File: config.mk
export PLATFORM = sky130hd
export DESIGN_NAME = ewma_threshold_health_monitor
export DESIGN_NICKNAME = d
export VERILOG_FILES = /design/src/design/ewma_thm_pkg.sv /design/src/design/ewma_thm_cfg.sv /design/src/design/ewma_thm_detect.sv /design/src/design/ewma_thm_fsm.sv /design/src/design/ewma_threshold_health_monitor.sv
export SDC_FILE = /design/constraint.sdc
export NUM_CORES = 2
export LEC_CHECK = 0
export CAP_MARGIN = 20
export CORE_MARGIN = 10
export CORE_UTILIZATION = 55
export CTS_BUF_LIST = sky130_fd_sc_hd__clkbuf_16
export DETAILED_ROUTE_END_ITERATION = 7
export DONT_BUFFER_PORTS = 1
export PLACE_DENSITY = 0.71
export SYNTH_ARGS = -nofsm -noshare
export SYNTH_HDL_FRONTEND = slang
export SYNTH_HIERARCHICAL = 1
export SYNTH_SLANG_ARGS = --single-unit
File: constraint.sdc
create_clock -name clk_i -period 26.5 [get_ports clk_i]
set_input_delay 3.975 -clock clk_i [delete_from_list [all_inputs] [get_ports clk_i]]
set_output_delay 3.975 -clock clk_i [all_outputs]
set_load 0.02 [all_outputs]
File: src/design/ewma_thm_pkg.sv
// Shared types and constants for the EWMA threshold health monitor.
package ewma_thm_pkg;

  localparam int unsigned TempW   = 19;
  localparam int unsigned HumW    = 17;
  localparam int unsigned WeightW = 10;
  localparam int unsigned CountW  = 8;
  localparam int unsigned AddrW   = 3;
  localparam int unsigned CfgW    = 19;

  localparam int unsigned InDataW  = 40;
  localparam int unsigned OutDataW = 48;

  localparam logic [TempW-1:0]   DefTempDelta   = 19'd2000;
  localparam logic [HumW-1:0]    DefHumLimit    = 17'd85000;
  localparam logic [WeightW-1:0] DefWeight      = 10'd200;
  localparam logic [CountW-1:0]  DefCalibCount  = 8'd5;
  localparam logic [CountW-1:0]  DefAlertCount  = 8'd2;
  localparam logic [CountW-1:0]  DefRecovCount  = 8'd5;
  localparam logic [CountW-1:0]  RunMax         = 8'd255;
  localparam logic [WeightW-1:0] Permille       = 10'd1000;

  // floor(x / 1000) == (x * RecipMul) >> RecipShift for every x below 2^28
  localparam logic [28:0] RecipMul   = 29'd274877907;
  localparam int unsigned RecipShift = 38;

  typedef enum logic [AddrW-1:0] {
    REG_TEMP_DELTA  = 3'd0,
    REG_HUM_LIMIT   = 3'd1,
    REG_WEIGHT      = 3'd2,
    REG_CALIB_COUNT = 3'd3,
    REG_ALERT_COUNT = 3'd4,
    REG_RECOV_COUNT = 3'd5
  } cfg_reg_e;

  typedef enum logic [1:0] {
    HS_CALIBRATING = 2'd0,
    HS_NORMAL      = 2'd1,
    HS_ALERT       = 2'd2
  } health_e;

  typedef struct packed {
    logic [TempW-1:0]   temp_delta;
    logic [HumW-1:0]    hum_limit;
    logic [WeightW-1:0] weight;
    logic [CountW-1:0]  calib_count;
    logic [CountW-1:0]  alert_count;
    logic [CountW-1:0]  recov_count;
  } cfg_t;

  typedef struct packed {
    health_e status;
    logic    changed;
  } health_res_t;

endpackage

File: src/design/ewma_thm_cfg.sv
// Configuration register file; a zero write (or a weight above 1000) loads the default.
module ewma_thm_cfg (
  input  logic                                  clk_i,
  input  logic                                  rst_ni,
  input  logic                                  cfg_we_i,
  input  logic [ewma_thm_pkg::AddrW-1:0]        cfg_addr_i,
  input  logic [ewma_thm_pkg::CfgW-1:0]         cfg_wdata_i,
  output ewma_thm_pkg::cfg_t                    cfg_o
);

  ewma_thm_pkg::cfg_t cfg_q, cfg_d;

  logic [ewma_thm_pkg::HumW-1:0]    hum_v;
  logic [ewma_thm_pkg::WeightW-1:0] weight_v;
  logic [ewma_thm_pkg::CountW-1:0]  count_v;

  always_comb begin
    hum_v    = cfg_wdata_i[ewma_thm_pkg::HumW-1:0];
    weight_v = cfg_wdata_i[ewma_thm_pkg::WeightW-1:0];
    count_v  = cfg_wdata_i[ewma_thm_pkg::CountW-1:0];
    cfg_d    = cfg_q;
    if (cfg_we_i) begin
      unique case (cfg_addr_i)
        ewma_thm_pkg::REG_TEMP_DELTA:
          cfg_d.temp_delta = (cfg_wdata_i != '0) ? cfg_wdata_i : ewma_thm_pkg::DefTempDelta;
        ewma_thm_pkg::REG_HUM_LIMIT:
          cfg_d.hum_limit = (hum_v != '0) ? hum_v : ewma_thm_pkg::DefHumLimit;
        ewma_thm_pkg::REG_WEIGHT:
          cfg_d.weight = (weight_v != '0 && weight_v <= ewma_thm_pkg::Permille) ?
                         weight_v : ewma_thm_pkg::DefWeight;
        ewma_thm_pkg::REG_CALIB_COUNT:
          cfg_d.calib_count = (count_v != '0) ? count_v : ewma_thm_pkg::DefCalibCount;
        ewma_thm_pkg::REG_ALERT_COUNT:
          cfg_d.alert_count = (count_v != '0) ? count_v : ewma_thm_pkg::DefAlertCount;
        ewma_thm_pkg::REG_RECOV_COUNT:
          cfg_d.recov_count = (count_v != '0) ? count_v : ewma_thm_pkg::DefRecovCount;
        default: ;
      endcase
    end
  end

  always_ff @(posedge clk_i or negedge rst_ni) begin
    if (!rst_ni) begin
      cfg_q.temp_delta  <= ewma_thm_pkg::DefTempDelta;
      cfg_q.hum_limit   <= ewma_thm_pkg::DefHumLimit;
      cfg_q.weight      <= ewma_thm_pkg::DefWeight;
      cfg_q.calib_count <= ewma_thm_pkg::DefCalibCount;
      cfg_q.alert_count <= ewma_thm_pkg::DefAlertCount;
      cfg_q.recov_count <= ewma_thm_pkg::DefRecovCount;
    end else begin
      cfg_q <= cfg_d;
    end
  end

  assign cfg_o = cfg_q;

endmodule

File: src/design/ewma_thm_detect.sv
// Temperature EWMA, deviation and threshold check.
module ewma_thm_detect (
  input  logic                                   clk_i,
  input  logic                                   rst_ni,
  input  logic                                   step_i,
  input  logic signed [ewma_thm_pkg::TempW-1:0]  temp_i,
  input  logic        [ewma_thm_pkg::HumW-1:0]   hum_i,
  input  ewma_thm_pkg::cfg_t                     cfg_i,
  output logic signed [ewma_thm_pkg::TempW-1:0]  avg_next_o,
  output logic        [ewma_thm_pkg::TempW-1:0]  dev_o,
  output logic                                   abnormal_o
);

  logic signed [ewma_thm_pkg::TempW-1:0] avg_q;
  logic                                  seeded_q;

  logic signed [ewma_thm_pkg::TempW-1:0] avg_eff;
  logic signed [ewma_thm_pkg::TempW:0]   diff;
  logic signed [10:0]                    keep_w;
  logic signed [10:0]                    new_w;
  logic signed [29:0]                    prod_keep;
  logic signed [29:0]                    prod_new;
  logic signed [29:0]                    acc;
  logic        [27:0]                    mag;
  logic        [56:0]                    quo_full;
  logic        [ewma_thm_pkg::TempW-1:0] quo;

  always_comb begin
    // first sample seeds the average, so its deviation is zero
    avg_eff = seeded_q ? avg_q : temp_i;
    diff    = {temp_i[ewma_thm_pkg::TempW-1], temp_i} - {avg_eff[ewma_thm_pkg::TempW-1], avg_eff};
    dev_o   = diff[ewma_thm_pkg::TempW] ? ewma_thm_pkg::TempW'(-diff)
                                        : diff[ewma_thm_pkg::TempW-1:0];
    abnormal_o = (dev_o >= cfg_i.temp_delta) || (hum_i >= cfg_i.hum_limit);

    new_w     = $signed({1'b0, cfg_i.weight});
    keep_w    = $signed({1'b0, ewma_thm_pkg::Permille}) - new_w;
    prod_keep = keep_w * avg_eff;
    prod_new  = new_w * temp_i;
    acc       = prod_keep + prod_new;

    // truncating divide by 1000 on the magnitude, sign restored after
    mag      = acc[29] ? 28'(-acc) : acc[27:0];
    quo_full = mag * ewma_thm_pkg::RecipMul;
    quo      = quo_full[56:ewma_thm_pkg::RecipShift];
    avg_next_o = acc[29] ? $signed(ewma_thm_pkg::TempW'(-quo)) : $signed(quo);
  end

  always_ff @(posedge clk_i or negedge rst_ni) begin
    if (!rst_ni) begin
      avg_q    <= '0;
      seeded_q <= 1'b0;
    end else if (step_i) begin
      avg_q    <= avg_next_o;
      seeded_q <= 1'b1;
    end
  end

endmodule

File: src/design/ewma_thm_fsm.sv
// Health state machine with saturating sample and streak counters.
module ewma_thm_fsm (
  input  logic                      clk_i,
  input  logic                      rst_ni,
  input  logic                      step_i,
  input  logic                      abnormal_i,
  input  ewma_thm_pkg::cfg_t        cfg_i,
  output ewma_thm_pkg::health_e     state_o,
  output ewma_thm_pkg::health_res_t res_o
);

  ewma_thm_pkg::health_e state_q, state_d;
  logic [ewma_thm_pkg::CountW-1:0] seen_q, seen_d;
  logic [ewma_thm_pkg::CountW-1:0] bad_q, bad_d;
  logic [ewma_thm_pkg::CountW-1:0] good_q, good_d;
  logic [ewma_thm_pkg::CountW-1:0] seen_inc, bad_inc, good_inc;

  always_ff @(posedge clk_i or negedge rst_ni) begin
    if (!rst_ni) begin
      state_q <= ewma_thm_pkg::HS_CALIBRATING;
      seen_q  <= '0;
      bad_q   <= '0;
      good_q  <= '0;
    end else if (step_i) begin
      state_q <= state_d;
      seen_q  <= seen_d;
      bad_q   <= bad_d;
      good_q  <= good_d;
    end
  end

  always_comb begin
    seen_inc = (seen_q == ewma_thm_pkg::RunMax) ? seen_q : seen_q + 8'd1;
    bad_inc  = (bad_q  == ewma_thm_pkg::RunMax) ? bad_q  : bad_q  + 8'd1;
    good_inc = (good_q == ewma_thm_pkg::RunMax) ? good_q : good_q + 8'd1;
    state_d  = state_q;
    seen_d   = seen_inc;
    bad_d    = bad_q;
    good_d   = good_q;
    unique case (state_q)
      ewma_thm_pkg::HS_CALIBRATING: begin
        // streak counters hold while calibrating
        if (seen_inc >= cfg_i.calib_count) state_d = ewma_thm_pkg::HS_NORMAL;
      end
      ewma_thm_pkg::HS_NORMAL, ewma_thm_pkg::HS_ALERT: begin
        if (abnormal_i) begin
          good_d = '0;
          bad_d  = bad_inc;
          if (bad_inc >= cfg_i.alert_count) state_d = ewma_thm_pkg::HS_ALERT;
        end else begin
          bad_d  = '0;
          good_d = good_inc;
          if (state_q == ewma_thm_pkg::HS_ALERT && good_inc >= cfg_i.recov_count) begin
            state_d = ewma_thm_pkg::HS_NORMAL;
          end
        end
      end
      default: state_d = state_q;
    endcase
    res_o.status  = state_d;
    res_o.changed = (state_d != state_q);
  end

  assign state_o = state_q;

endmodule

File: src/design/ewma_threshold_health_monitor.sv
// Top level: input register, single-pass update and result register.
// A sample accepted into the input register has its result loaded into the result register
// when it advances. Throughput: one sample per cycle while m_axis_tready_i stays high;
// the EWMA multiply and reciprocal divide sit between the input and result registers.
// s_axis_tready_o falls only when both registers hold transactions and the sink stalls.
// Reset (rst_ni low, asynchronous) clears the EWMA, counters, state and both valids,
// and loads the register defaults.
module ewma_threshold_health_monitor (
  input  logic                                 clk_i,
  input  logic                                 rst_ni,
  input  logic                                 s_axis_tvalid_i,
  output logic                                 s_axis_tready_o,
  // [18:0] temperature_sample, [35:19] humidity_sample, [39:36] zero
  input  logic [ewma_thm_pkg::InDataW-1:0]     s_axis_tdata_i,
  output logic                                 m_axis_tvalid_o,
  input  logic                                 m_axis_tready_i,
  // [1:0] health_status, [20:2] smoothed_temperature, [39:21] temperature_deviation,
  // [40] status_changed, [41] sample_abnormal, [47:42] zero
  output logic [ewma_thm_pkg::OutDataW-1:0]    m_axis_tdata_o,
  input  logic                                 cfg_we_i,
  input  logic [ewma_thm_pkg::AddrW-1:0]       cfg_addr_i,
  input  logic [ewma_thm_pkg::CfgW-1:0]        cfg_wdata_i
);

  ewma_thm_pkg::cfg_t          cfg;
  ewma_thm_pkg::health_res_t   hres;
  ewma_thm_pkg::health_e       state_cur;

  logic                                  in_valid_q, in_valid_d;
  logic signed [ewma_thm_pkg::TempW-1:0] in_temp_q;
  logic        [ewma_thm_pkg::HumW-1:0]  in_hum_q;
  logic                                  out_valid_q, out_valid_d;
  logic [ewma_thm_pkg::OutDataW-1:0]     out_data_q, out_data_d;

  logic                                  advance;
  logic                                  in_take;
  logic signed [ewma_thm_pkg::TempW-1:0] avg_next;
  logic        [ewma_thm_pkg::TempW-1:0] dev;
  logic                                  abnormal;

  ewma_thm_cfg u_cfg (
    .clk_i       (clk_i),
    .rst_ni      (rst_ni),
    .cfg_we_i    (cfg_we_i),
    .cfg_addr_i  (cfg_addr_i),
    .cfg_wdata_i (cfg_wdata_i),
    .cfg_o       (cfg)
  );

  ewma_thm_detect u_detect (
    .clk_i      (clk_i),
    .rst_ni     (rst_ni),
    .step_i     (advance),
    .temp_i     (in_temp_q),
    .hum_i      (in_hum_q),
    .cfg_i      (cfg),
    .avg_next_o (avg_next),
    .dev_o      (dev),
    .abnormal_o (abnormal)
  );

  ewma_thm_fsm u_fsm (
    .clk_i      (clk_i),
    .rst_ni     (rst_ni),
    .step_i     (advance),
    .abnormal_i (abnormal),
    .cfg_i      (cfg),
    .state_o    (state_cur),
    .res_o      (hres)
  );

  always_comb begin
    advance         = in_valid_q && (!out_valid_q || m_axis_tready_i);
    s_axis_tready_o = !in_valid_q || advance;
    in_take         = s_axis_tvalid_i && s_axis_tready_o;
    in_valid_d      = in_take ? 1'b1 : (advance ? 1'b0 : in_valid_q);
    out_valid_d     = advance ? 1'b1 : ((m_axis_tready_i) ? 1'b0 : out_valid_q);
    out_data_d      = {6'b0, abnormal, hres.changed, dev, avg_next, hres.status};
  end

  always_ff @(posedge clk_i or negedge rst_ni) begin
    if (!rst_ni) begin
      in_valid_q  <= 1'b0;
      out_valid_q <= 1'b0;
    end else begin
      in_valid_q  <= in_valid_d;
      out_valid_q <= out_valid_d;
    end
  end

  always_ff @(posedge clk_i) begin
    if (in_take) begin
      in_temp_q <= $signed(s_axis_tdata_i[ewma_thm_pkg::TempW-1:0]);
      in_hum_q  <= s_axis_tdata_i[ewma_thm_pkg::TempW +: ewma_thm_pkg::HumW];
    end
    if (advance) begin
      out_data_q <= out_data_d;
    end
  end

  assign m_axis_tvalid_o = out_valid_q;
  assign m_axis_tdata_o  = out_data_q;

  a_empty_ready : assert property (@(posedge clk_i) disable iff (!rst_ni)
    !in_valid_q |-> s_axis_tready_o)
    else $error("input register empty but not ready");

  a_advance_fills : assert property (@(posedge clk_i) disable iff (!rst_ni)
    advance |=> m_axis_tvalid_o)
    else $error("processed transaction did not reach result register");

  a_changed_flag : assert property (@(posedge clk_i) disable iff (!rst_ni)
    advance |=> (m_axis_tdata_o[40] == (m_axis_tdata_o[1:0] != $past(state_cur))))
    else $error("status_changed does not match state transition");

endmodule

# [Word-level counts from Yosys, hierarchy flattened]
# Cells that the tools add are included.
[totals] regBits=196 latchBits=0 ramBits=0 mem_bits_ro=0 in_bits=67 n_memories=0
[op_classes] addsub=9 n_mul=3 div_mod_pow=0 n_lt_le_gt_ge=6 n_eq_ne=11 shifts=0 mux=23 bitwise_logic=0 n_reduce_logical=25
[op_table] cell="2-to-1 mux 19 bit" n=4
[op_table] cell="multiplier 11 x 19 -> 30 bit" n=2
[op_table] cell="multiplier 28 x 29 -> 57 bit (second input constant)" n=1
[op_table] cell="2-to-1 mux 8 bit" n=7
[op_table] cell="negator 19 bit" n=2
[op_table] cell="adder 30 bit" n=1
[op_table] cell="2-to-1 mux 28 bit" n=1
[op_table] cell="negator 28 bit" n=1
[op_table] cell="adder 8 x 1 -> 8 bit (second input constant)" n=3
[op_table] cell="== test 8 bit (second input constant)" n=3
[op_table] cell=">= comparator 8 bit" n=3
[op_table] cell="subtractor 19 x 19 -> 20 bit" n=1
[op_table] cell=">= comparator 19 bit" n=1
[op_table] cell="nonzero test 19 bit" n=1
[op_table] cell=">= comparator 17 bit" n=1
[op_table] cell="2-to-1 mux 17 bit" n=1
[op_table] cell="nonzero test 17 bit" n=1
[op_table] cell="AND reduction 2 bit" n=7
[op_table] cell="subtractor 10 x 10 -> 11 bit (first input constant)" n=1
[op_table] cell="less-or-equal comparator 10 bit (second input constant)" n=1
[op_table] cell="2-to-1 mux 10 bit" n=1
[op_table] cell="nonzero test 10 bit" n=1
[op_table] cell="2-to-1 mux 2 bit" n=4
[op_table] cell="nonzero test 8 bit" n=1
[op_table] cell="15 further kinds" n=27

# [Logic depth before layout (Yosys ltp)]
[logic_depth] word_depth=9 mapped_depth=69

# [Hierarchy]
# Netlist, hierarchy kept.
[modules_own_cells] mod="ewma_thm_detect" instances=1 cells_per_inst=3539 area_per_inst_um2=31360.1
[modules_own_cells] mod="ewma_thm_cfg" instances=1 cells_per_inst=197 area_per_inst_um2=2811.4
[modules_own_cells] mod="ewma_threshold_health_monitor" instances=1 cells_per_inst=93 area_per_inst_um2=2494.9
[modules_own_cells] mod="ewma_thm_fsm" instances=1 cells_per_inst=277 area_per_inst_um2=2381.0

# [Worst setup path before layout]
# No wires, ideal clock.
[synth_path] path_type="register to register" start="register u_cfg.cfg_q, in the netlist u_cfg/cfg_o[24]" end="register u_detect/avg_q[17] (netlist bit)" setup_time_ns=0.125 t_arrival_ns=16.038 required_ns=26.375 setup_slack_ns=10.337 stages_incl_launch_ff=68 cell_sequence="dfrtp_1 -> clkbuf_1 -> inv_1 -> ha_1 -> nand2b_1 -> a21oi_1 -> nor2b_1 -> and3_1 -> xor2_1 -> clkbuf_1 -> nor2_1 -> fa_1 -> inv_1 -> fa_1 -> inv_1 -> fa_1 -> inv_1 -> fa_1 -> (+32 left out) -> fa_1 -> inv_1 -> ha_1 -> a21o_1 -> a21o_1 -> a221oi_1 -> o21ai_0 -> a41oi_1 -> o21ai_0 -> or4b_1 -> o31ai_1 -> o31ai_1 -> xor2_1 -> nor4_1 -> nor2b_1 -> a31oi_1 -> xnor2_1 -> mux2_2"
[synth_between] elab_chain_cells=8 elab_cells_between_ends=9 classes_between="add/sub (4); mul (3); mux (2)"
[synth_lines] element="from (decl)" line_no="ewma_thm_cfg.sv:11" source="ewma_thm_pkg::cfg_t cfg_q, cfg_d;"
[synth_lines] element="from (signal assigned)" line_no="ewma_thm_cfg.sv:51" source="cfg_q <= cfg_d;"
[synth_lines] element="subtractor 10 x 10 -> 11 bit" line_no="ewma_thm_detect.sv:37" source="keep_w = $signed({1'b0, ewma_thm_pkg::Permille}) - new_w;"
[synth_lines] element="multiplier 11 x 19 -> 30 bit" line_no="ewma_thm_detect.sv:38" source="prod_keep = keep_w * avg_eff;"
[synth_lines] element="adder 30 bit (*)" line_no="ewma_thm_detect.sv:40" source="acc = prod_keep + prod_new;"
[synth_lines] element="negator 28 bit" line_no="ewma_thm_detect.sv:43" source="mag = acc[29] ? 28'(-acc) : acc[27:0];"
[synth_lines] element="2-to-1 mux 28 bit" line_no="ewma_thm_detect.sv:43"
[synth_lines] element="multiplier 28 x 29 -> 57 bit" line_no="ewma_thm_detect.sv:44" source="quo_full = mag * ewma_thm_pkg::RecipMul;"
[synth_lines] element="negator 19 bit" line_no="ewma_thm_detect.sv:46" source="avg_next_o = acc[29] ? $signed(ewma_thm_pkg::TempW'(-quo)) : $signed(quo);"
[synth_lines] element="2-to-1 mux 19 bit (*)" line_no="ewma_thm_detect.sv:46"
[synth_lines] element="via avg_next, one bit" line_no="ewma_threshold_health_monitor.sv:37" source="logic signed [ewma_thm_pkg::TempW-1:0] avg_next;"
[synth_lines] element="to (signal assigned)" line_no="ewma_thm_detect.sv:54" source="avg_q <= avg_next_o;"
[synth_lines] element="to (decl)" line_no="ewma_thm_detect.sv:14" source="logic signed [ewma_thm_pkg::TempW-1:0] avg_q;"
# Mark *: on every way through the listed nets, which the timed path passes. The rest lies on a longest branch.
# A chain may end at the register's enable or synchronous reset.

# [Worst setup path after layout]
[layout_path] start="register u_cfg.cfg_q, in the netlist u_cfg/cfg_o[25]" end="register u_detect/avg_q[18] (netlist bit)"
# The elaborated chain is that of the path after synthesis.

==> results.txt <==
Area Growth Syn to Fin - 4.72%
number of global-route vias before repair - 29,000
ANT nets after route - 0
final-report max-slew violation count - 0
IO Pins - 117
CP required - 26.85 ns
ys async rst share - 60.2%
# setup viols final - 0
Setup Buffers After CTS - 0
Die Span X - 286 um
Avg WL per Cell - 19.7 um
Cell Area, Synth - 0.0390 mm^2
Hold Vio Cnt, Final - 0
mean area per synthesized cell - 9.51 um^2
routed vias - 28,000
Tmin final - 19.23 ns
Slew headroom - 23.2%
Fillers - 6,164
Max stage delay cell, worst path - xnor2_1
GR Layer Usage met2 - 39.4%
Synth Register Bits - 196
arrival time worst endpoint - 19.57 ns
Num CTS Buffers - 17
reg2reg setup slack - 7.27 ns
CP Launch Point - u_cfg/cfg_o[25]
fmax - 52.0 MHz
Critical Path End Type - flop
Reg clk slew, reported paths - 0.08 ns
period utilization - 72.6%
R2R Path Start - u_cfg/cfg_o[25]
CP max FO - 39
GP Congestion - 0.957
largest stage delay on the critical path - 0.74 ns
die area - 0.0821 mm^2
initial antenna violation count - 2
cts hold-fix bufs - 0
Seq/Total Area, Yosys - 13.6%
R2R cell count - 61
Post-synth EDFFs - 78
TritonRoute pass-1 iters - 5
TritonCTS clock tree - built
post-cts sizing count - 0
Initial Util - 55.7%
Max Cap Viol - 0
vias per cell - 5.55
layout cells sized above 1 - 5.76%
Worst Hold Class - flop to flop
warning count from the yosys run - 6
grt total ovfl - 0
critical path class - flop to flop
CP endpoint - u_detect/avg_q[18]
startpoint types - flop
drt drc - 0
htree depth - 4
met1 usage - 33.3%
Die Span Y - 286 um
Synth Flop Type - dfrtp_1
met3 Use GR - 5.69%
clock tree buffer depth - 2
Synth cell types - 99
Mapped Cells - 4,106
r2r endpoint - u_detect/avg_q[18]
CP most frequent cell - inv_1
Clk Latency, worst-skew pair - 0.47 ns
gr busiest metal - met2
core area - 0.0701 mm^2
post-DP HPWL - 84,000 um
clk root buf - clkbuf_16
RSZ-0062 raised after global routing - false
status - finished, final reports clean
Starting DRT DRC Count - 2,116
Final TNS setup - 0 ns
first-pass GRT wire length - 160,000 um
area of the multi-input gates - 0.0295 mm^2
Reg area - 0.00532 mm^2
Routed WL - 99,100 um
largest net degree at the start of global routing - 119
most frequent cells in the layout - 1,032 x inv_1, 657 x fa_1, 511 x ha_1
most common cell after layout, fill and taps aside - inv_1
gr usage total - 24.8%
# nets final - 5,317
hold path start - u_cfg/cfg_o[19]
worst clock skew - 0.0234 ns
# clock sinks - 196
row count - 97
Worst Tran Pin Value - 1.15 ns
IO Port Bufs - 0
## worst max-delay path, delay by kind of cell, from the launching register on
family | cells | cell delay, ns
and+or+nand+nor | 9 | 2.70
AOI/OAI and AO/OA | 15 | 3.70
buffers and inverters | 16 | 2.52
adders and majority gates | 17 | 8.11
xor gates and xnor gates | 3 | 1.38
muxes | 1 | 0.28
DFF | 1 | 0.33
## cell families (layout without fill, tap and decap cells)
logic type	count (synthesis)	in the layout	synth area share, %
AND/OR/NAND/NOR	907	907	11.5
multiplexers	99	99	2.83
flip-flops	196	196	13.6
adder cells (fa/ha/maj)	1168	1168	50.1
AO/OA/AOI/OAI	446	446	7.44
other	1	7	0.00960
buffers and inverters	1130	1114	11.0
XOR/XNOR	159	159	3.57
## cell usage after synthesis (34+ instances only)
cell / number / area, um^2
and2_1: 136 / 851
xnor2_1: 102 / 893
edfxtp_1: 78 / 2340
nand2_1: 274 / 1030
mux2_2: 83 / 935
a21o_1: 52 / 390
clkbuf_1: 72 / 270
nor3_1: 43 / 215
nor2_1: 239 / 897
fa_1: 657 / 13200
a21oi_1: 129 / 646
dfrtp_1: 99 / 2480
nand3_1: 34 / 170
o21ai_0: 87 / 435
xor2_1: 57 / 499
ha_1: 511 / 6390
inv_1: 1032 / 3870
## cell type report
cell class	count	share of cell area, %
inverters	1036	9.51
repair buffers	46	0.894
diodes	1	0.00612
clock inverters	15	0.539
well taps	940	2.88
flip-flops and latches	196	13.0
multi-input cells	2785	72.1
clock buffers	17	1.04
## routing by layer
metal / routed length (um) / share of wire, %
met1: 41700 / 42
met2: 45300 / 46
met3: 8850 / 8.9
met4: 3280 / 3.3
met5: 27 / 0.027
## worst min path at each step
stage,endpoint,slack (ns),cells after the start
finish,u_cfg/cfg_o[19],0.49,2
global route,u_cfg/cfg_o[2],0.52,2
CTS,u_cfg/cfg_o[2],0.49,2
detailed placement,u_cfg/cfg_o[19],0.47,2
global placement,u_cfg/cfg_o[19],0.47,2
floorplan,u_cfg/cfg_o[19],0.45,2
## registers in the layout (all words and copies together), names as in the netlist
register / cells
in_hum_q: 17
u_fsm/bad_q: 8
m_axis_tvalid_o: 1
m_axis_tdata_o: 42
u_fsm/state_o: 2
u_detect/avg_q: 19
u_detect/seeded_q: 1
in_valid_q: 1
u_fsm/seen_q: 8
in_temp_q: 19
u_cfg/cfg_o: 70
u_fsm/good_q: 8
## stage by stage
stage	cells	cell area [um^2]	hold WS [ns]	util [%]	worst slack (ns)
2_1_floorplan	4111	39100	0.450	-	10.34
3_3_place_gp	5002	40200	0.467	57.3	7.61
3_5_place_dp	5002	40200	0.472	57.3	7.49
4_1_cts	5034	40900	0.490	58.2	7.42
5_1_grt	5035	40900	0.522	58.3	6.50
6_report	5036	40900	0.485	58.3	7.27
Power is left out: the tool's default activity adds up to more than one toggle a clock period on the data nets, which glitch-free logic cannot reach.
